===== src/hw/rtl/hmbs_pkg.sv =====
// Package for the heightmap bilinear sampler.
// It holds field widths, opcodes, register indexes and reset values.
// It is used by all the other files of the block.
`default_nettype none

package hmbs_pkg;

    localparam int POS_W      = 24;
    localparam int HGT_W      = 24;
    localparam int OUT_W      = 32;
    localparam int FRAC_W     = 8;
    localparam int ROW_W      = 9;
    localparam int INV_W      = 24;
    localparam int VS_W       = 16;
    localparam int EXT_W      = 10;
    localparam int CFG_IDX_W  = 3;
    localparam int CFG_DATA_W = 24;
    localparam int PROD_W     = POS_W + INV_W + 1;

    localparam logic OP_WRITE = 1'b0;
    localparam logic OP_QUERY = 1'b1;

    localparam logic [INV_W-1:0]        INV_HSCALE_RST = 24'd16646;
    localparam logic [VS_W-1:0]         VSCALE_RST     = 16'd768;
    localparam logic signed [HGT_W-1:0] OFFSET_RST     = 24'sd0;
    localparam logic [EXT_W-1:0]        EXTENT_RST     = 10'd512;

    typedef enum logic [CFG_IDX_W-1:0] {
        CFG_INV_HSCALE = 3'd0,
        CFG_VSCALE     = 3'd1,
        CFG_OFFSET     = 3'd2,
        CFG_GRID_ROWS  = 3'd3,
        CFG_GRID_COLS  = 3'd4
    } t_cfg_idx;

    typedef logic signed [HGT_W-1:0] t_height;

endpackage

`default_nettype wire


===== src/hw/rtl/hmbs_locate.sv =====
// Maps one scaled coordinate to its floor and ceiling cells, clamped to the
// grid extent, and to its Q0.8 fraction. Uses hmbs_pkg for widths.
`default_nettype none

module hmbs_locate
    import hmbs_pkg::*;
#(
    parameter int MAX_SIDE = 512,
    localparam int CW = ($clog2(MAX_SIDE) < 2) ? 2 : $clog2(MAX_SIDE),
    localparam int EW = $clog2(MAX_SIDE + 1)
) (
    input  wire logic signed [PROD_W-1:0] i_prod,
    input  wire logic [EW-1:0]            i_ext,
    output logic [CW-1:0]                 o_c0,
    output logic [CW-1:0]                 o_c1,
    output logic [FRAC_W-1:0]             o_frac
);

    localparam int P_W = PROD_W - 16 + 1;
    localparam int F_W = P_W - FRAC_W;

    logic signed [P_W-1:0] p;
    logic signed [F_W-1:0] f;
    logic signed [F_W:0]   f_ext;
    logic signed [F_W:0]   cl;
    logic signed [F_W:0]   lim;
    logic [F_W:0]          inc;

    function automatic logic [CW-1:0] clamp_cell(input logic signed [F_W:0] v,
                                                 input logic signed [F_W:0] hi);
        logic [CW-1:0] res;
        if (v < 0) begin
            res = '0;
        end else if (v > hi) begin
            res = hi[CW-1:0];
        end else begin
            res = v[CW-1:0];
        end
        return res;
    endfunction

    assign p     = P_W'(i_prod >>> 16) + $signed(P_W'({i_ext >> 1, 8'd0}));
    assign f     = p[P_W-1:FRAC_W];
    assign f_ext = {f[F_W-1], f};
    assign inc   = {{F_W{1'b0}}, |p[FRAC_W-1:0]};
    assign cl    = f_ext + $signed(inc);
    assign lim   = $signed((F_W+1)'(i_ext - 1'b1));

    assign o_c0   = clamp_cell(f_ext, lim);
    assign o_c1   = clamp_cell(cl, lim);
    assign o_frac = p[FRAC_W-1:0];

endmodule

`default_nettype wire


===== config.mk =====
export PLATFORM = sky130hd
export DESIGN_NAME = hmbs_locate
export DESIGN_NICKNAME = d
export VERILOG_FILES = /design/src/hw/rtl/hmbs_pkg.sv /design/src/hw/rtl/hmbs_locate.sv
export SDC_FILE = /design/constraint.sdc
export NUM_CORES = 1
export LEC_CHECK = 0
export BUFFER_PORTS_ARGS = -buffer_cell sky130_fd_sc_hd__buf_2
export CAP_MARGIN = 25
export CORE_MARGIN = 1
export CORE_UTILIZATION = 45
export DETAILED_ROUTE_END_ITERATION = 10
export PLACE_DENSITY = 0.73
export SLEW_MARGIN = 15
export SYNTH_ARGS = -nofsm -noshare
export SYNTH_HDL_FRONTEND = slang
export SYNTH_SLANG_ARGS = --single-unit
export TNS_END_PERCENT = 50

===== constraint.sdc =====
create_clock -name vclk -period 7.85
set_input_delay 0.785 -clock vclk [all_inputs]
set_output_delay 0.785 -clock vclk [all_outputs]
set_load 0.05 [all_outputs]

==> results of run 1 <==
## area by class of cell
cell class	instances	area [µm²]	share of cell area [%]
Inverter	31	116.4	3.070
Multi-Input combinational cell	419	3174	83.76
Tap cell	99	123.9	3.268
Timing Repair Buffer	73	375.4	9.904
## cell families (layout without fill, tap and decap cells)
kind of cell,count (synthesis),after routing
mux,5,5
simple gates,189,189
xor+xnor,44,44
buf+inv,47,104
compound gates,115,115
fa+ha+maj,66,66
## worst max-delay path, delay by kind of cell
kind                     cells  cell delay, ps
AND/OR/NAND/NOR              7            1750
AO/OA/AOI/OAI                5            1570
adder cells (fa/ha/maj)      3             960
buffers and inverters        4             700
multiplexers                 1             170
XOR/XNOR                     1             110
## where the power goes
| part | total, W | internal [W] | switching, W |
|---|---|---|---|
| clock | 0 | 0 | 0 |
| sequential | 0 | 0 | 0 |
| combinational | 0.000311 | 0.000112 | 0.000199 |
## metrics by stage
step / utilization, % / worst slack, ps / total power (W) / hold slack (ps) / instances
after global placement: 52.25 / 1098 / 0.0002994 / 1870 / 622
after global routing: 52.25 / 578.0 / 0.0003440 / 1876 / 622
after detailed placement: 52.25 / 1032 / 0.0003083 / 1872 / 622
final: 52.25 / 1005 / 0.0003115 / 1871 / 622
after CTS: 52.25 / 1005 / 0.0003095 / 1872 / 622
after floorplan: - / 1312 / 0.0002361 / 1737 / 466
## cells in the final DEF (no fill, tap or decap), drive strengths merged, types with 6 or more instances in the layout
cell / Yosys / routed
a211oi: 20 / 20
a21o: 14 / 14
a21oi: 19 / 19
and3: 6 / 6
buf: 14 / 73
ha: 65 / 65
inv: 31 / 31
nand2: 31 / 31
nand3: 14 / 14
nand4: 21 / 21
nor2: 52 / 52
nor3: 14 / 14
nor4: 7 / 7
o21a: 7 / 7
o21ai: 18 / 18
or2: 7 / 7
xnor2: 30 / 30
xor2: 14 / 14
## layer usage
metal	global-route usage (%)	routed length [µm]
met1	32.25	4332
met2	39.23	4155
met3	0.3731	354
met4	3.812	147
met5	0	0
## path summary, 6_finish.rpt
kind	to	depth (start not counted)
hold / removal	o_frac[6]	2
setup / recovery	o_c1[7]	21
==> results.yml, run 1 <==
routing:
  ant_nets: 0
  firstDrtPassIters: 5
  first_iter_violations: 247
  wirelength_um: 8990
  drc: 0
  vias: 3669
  viasPerCell: 5.899
  wire_per_inst_um: 14.45
place:
  place.detailed.hpwl_um: 7761
  dpl_cell_area_um2: 3790
  place.gp.congestion: 0.9155
  io_buffers: 69
floorplanning:
  initial_core_util_pct: 46.80
  ioPinCount: 85
  design.core.area_um2: 7253
  die_area_um2: 7894
  dieWidth_um: 88.85
  rows: 31
  fp.dieH_um: 88.85
final_layout:
  n_antenna_cell: 0
  nets: 650
  flops_and_latches: 0
  final_area_um2: 3790
  seq_area_um2: 0
  area_growth_pct: 11.65
  nClkBuffers: 0
  fillers: 739
  drive_above_1_share_pct: 19.69
global_route:
  grt_usage_pct: 22.83
  antenna_found_initial: 0
  globalRouteOverflowTotal: 0
  grt_pass1_vias: 3233
  grt_max_degree: 34
  grt_pass1_wl_um: 14680
yosys:
  synth_simple_gate_area_share_pct: 30.52
  synth_top_cell_area_share_pct: 23.96
  synthAdderAreaFrac_pct: 24.55
  synth_area_um2: 3395
  syn_area_per_cell_um2: 7.284
  synth_top_family_by_area: "simple AND/OR/NAND/NOR gates"
  synth_xor_area_share_pct: 11.35
  synth-compound-area-share_pct: 25.58
  ys_warn_count: 0
  synthTopCellsByCount: "65 x ha_1, 48 x nor2_1, 31 x inv_1, 31 x nand2_1, 30 x xnor2_1"
  synthTopCellsByArea: "ha_1 24%, xnor2_1 7.7%, nor2_1 5.3%"
  synth_nets: 591
  synth_seq_area_share_pct: 0
  synth_cells: 466
  muxShareOfSynthArea_pct: 1.511
  synth_most_common_cell: "ha_1"
  synth_cell_types: 69
  yosys.area.top_type: "ha_1"
sta:
  slew_headroom_pct: 45.14
  fin_crit_sh_pct: 87.20
  maxSlewViolCount: 0
  fmax_ghz: 0.1461
  finalSetupViolCount: 0
  rsz0062_at_grt: "no"
  setup_tns_ps: 0
  tightest_slew_ps: 812.6
  fin_crit_ps: 6845
  hold_violations: 0
power_and_ir_drop:
  vdd_drop_max_mv: 0.04546
  p_leak_nw: 1.729
  power_density_nw_per_um2: 82.19
setup_path:
  worst_ep_arrival_time_ps: 6060
  critical_path.max_fanout: 16
  path_class: "input pin to output pin"
  crit_chain: "buf_2 -> ha_1 -> inv_1 -> fa_1 -> nor2b_1 -> o211a_1 -> nor2_2 -> o311ai_0 -> and4bb_2 -> nor4b_2 -> xor2_1 -> ha_1 -> nand4_1 -> nor4_1 -> o311a_1 -> a211oi_1 -> mux2i_1 -> buf_4 -> nor2_1 -> a211oi_2 -> buf_2"
  setup.worst_path.start: "i_ext[1]"
  cp.required_ps: 7070
  max_stage_delay_ps: 740
  crit_path_start_kind: "input pin"
  slowest_stage: "o311ai_0"
  cp-end-kind: "output pin"
hold_path:
  hp-class: "input pin to output pin"
  hp-start: "i_prod[22]"
clock_tree:
  cts_setup_buffers: 0
  ctsHoldBuffers: 0
  cts-resized-gates: 0
status:
  status: "finished clean"
flow_run:
  cap_viol_max_count: 0
No activity file was read; power rests on OpenSTA's default activity.
==> run 2: changes to the inputs <==
--- a/config.mk
+++ b/config.mk
@@ -8,9 +8,9 @@
 export BUFFER_PORTS_ARGS = -buffer_cell sky130_fd_sc_hd__buf_2
 export CAP_MARGIN = 25
 export CORE_MARGIN = 1
-export CORE_UTILIZATION = 45
+export CORE_UTILIZATION = 50
 export DETAILED_ROUTE_END_ITERATION = 10
-export PLACE_DENSITY = 0.73
+export PLACE_DENSITY = 0.8
 export SLEW_MARGIN = 15
 export SYNTH_ARGS = -nofsm -noshare
 export SYNTH_HDL_FRONTEND = slang
==> results.yml, run 2 (synthesis results as in run 1) <==
power_and_ir_drop:
  p_int_w: 0.0001122
  p_leak_nw: 1.729
  netSwitchingPower_w: 0.0002001
  pwr-share-comb_pct: 100.0
  power_density_nw_per_um2: 83.01
  p_seq_share_pct: 0
  p_sw_share_pct: 64.07
  p_clk_share_pct: 0
  finalPower_w: 0.0003123
  vdd_drop_max_mv: 0.05563
clock_tree:
  cts-resized-gates: 0
  ctsHoldBuffers: 0
  cts_setup_buffers: 0
final_layout:
  post-route-util_pct: 58.25
  final_common_cell: "buf_2"
  most-common-layout-cells: "69 x buf_2, 65 x ha_1, 48 x nor2_1"
  multi_input_area_um2: 3174
  flops_and_latches: 0
  nets: 650
  fillers: 594
  n_antenna_cell: 0
  seq_area_um2: 0
  final_area_um2: 3762
  drive_above_1_share_pct: 19.69
  nClkBuffers: 0
  area_growth_pct: 10.84
flow_run:
  cap_viol_max_count: 0
sta:
  maxSlewViolCount: 0
  slew_headroom_pct: 49.11
  hold_violations: 0
  fmax_ghz: 0.1452
  rsz0062_at_grt: "no"
  tightest_slew_ps: 753.8
  fin_crit_ps: 6887
  setup_tns_ps: 0
  setup_ws_ps: 963.2
  fin_crit_sh_pct: 87.73
  finalSetupViolCount: 0
routing:
  first_iter_violations: 269
  firstDrtPassIters: 8
  wirelength_um: 9159
  wire_per_inst_um: 15.27
  viasPerCell: 6.237
  vias: 3742
  drc: 6
  ant_nets: 0
setup_path:
  crit_chain: "buf_2 -> ha_1 -> inv_1 -> fa_1 -> nor2b_1 -> o211a_1 -> nor2_2 -> o311ai_0 -> and4bb_2 -> nor4b_2 -> xor2_1 -> ha_1 -> nand4_1 -> nor4_1 -> o311a_1 -> a211oi_1 -> mux2i_1 -> buf_4 -> nor2_1 -> a211oi_2 -> buf_2"
  max_stage_delay_ps: 700
  cp-end-kind: "output pin"
  crit_path_start_kind: "input pin"
  slowest_stage: "o311ai_0"
  path_class: "input pin to output pin"
  worst_ep_arrival_time_ps: 6100
  critical_path.max_fanout: 16
  cp.required_ps: 7070
global_route:
  grt_pass1_vias: 3374
  globalRouteOverflowTotal: 0
  grt_pass1_wl_um: 15260
  antenna_found_initial: 0
  grt_max_degree: 34
  grt_usage_pct: 25.13
status:
  violations: "DRC"
  status: "finished with violations"
floorplanning:
  dieWidth_um: 84.40
  rows: 29
  ioPinCount: 85
  design.core.area_um2: 6459
  fp.dieH_um: 84.40
  die_area_um2: 7123
  initial_core_util_pct: 52.56
hold_path:
  whs_path_depth: 2
  hold_path_end: "o_frac[6]"
  hp-class: "input pin to output pin"
  hp-start: "i_prod[22]"
place:
  place.detailed.hpwl_um: 7709
  dpl_cell_area_um2: 3762
  place.gp.congestion: 0.9307
  io_buffers: 69
  pre_cts_ws_ps: 1097
==> run 2: cell type report <==
cell class | count | area share, %
repair buffers | 73 | 9.977
multi-input cells | 419 | 84.37
inverters | 31 | 3.093
well taps | 77 | 2.561
==> run 2: how the worst max path moves through the flow <==
| stage | end | cells past startpoint | slack (ps) | startpoint |
|---|---|---|---|---|
| 3_5_place_dp | o_c1[7] | 21 | 1100 | i_ext[1] |
| 4_1_cts | o_c1[7] | 21 | 1090 | i_ext[1] |
| 2_1_floorplan | o_c1[1] | 20 | 1310 | i_prod[24] |
| 5_1_grt | o_c1[7] | 22 | 570 | i_ext[1] |
| 3_3_place_gp | o_c1[6] | 21 | 1160 | i_ext[1] |
| 6_report | o_c1[7] | 21 | 960 | i_ext[1] |
==> run 2: metrics by stage <==
step | hold slack (ps) | cells
detailed placement | 1873 | 600
global placement | 1870 | 600
global route | 1877 | 600
finish | 1873 | 600
floorplan | 1737 | 466
CTS | 1873 | 600
==> run 2: per-layer routing <==
metal | part of all wire [%] | track usage [%] | vias up
li1 | - | - | 1873
met1 | 47 | 35.11 | 1746
met2 | 47 | 43.82 | 111
met3 | 4.9 | 1.475 | 12
met4 | 1.2 | 2.928 | 0
met5 | 0 | 0 | -
==> run 2: power by group through the flow <==
stage	combinational, W	sequential (W)	clock (W)
2_1_floorplan	0.000236	0	0
3_3_place_gp	0.000297	0	0
3_5_place_dp	0.000306	0	0
4_1_cts	0.000308	0	0
5_1_grt	0.000344	0	0
6_report	0.000312	0	0
==> run 2: worst max-delay path: cells and delay by family <==
family / cells / cell delay (ps)
and+or+nand+nor: 7 / 1800
AOI/OAI and AO/OA: 5 / 1540
xor gates and xnor gates: 1 / 110
buffers and inverters: 4 / 730
muxes: 1 / 170
adders and majority gates: 3 / 980
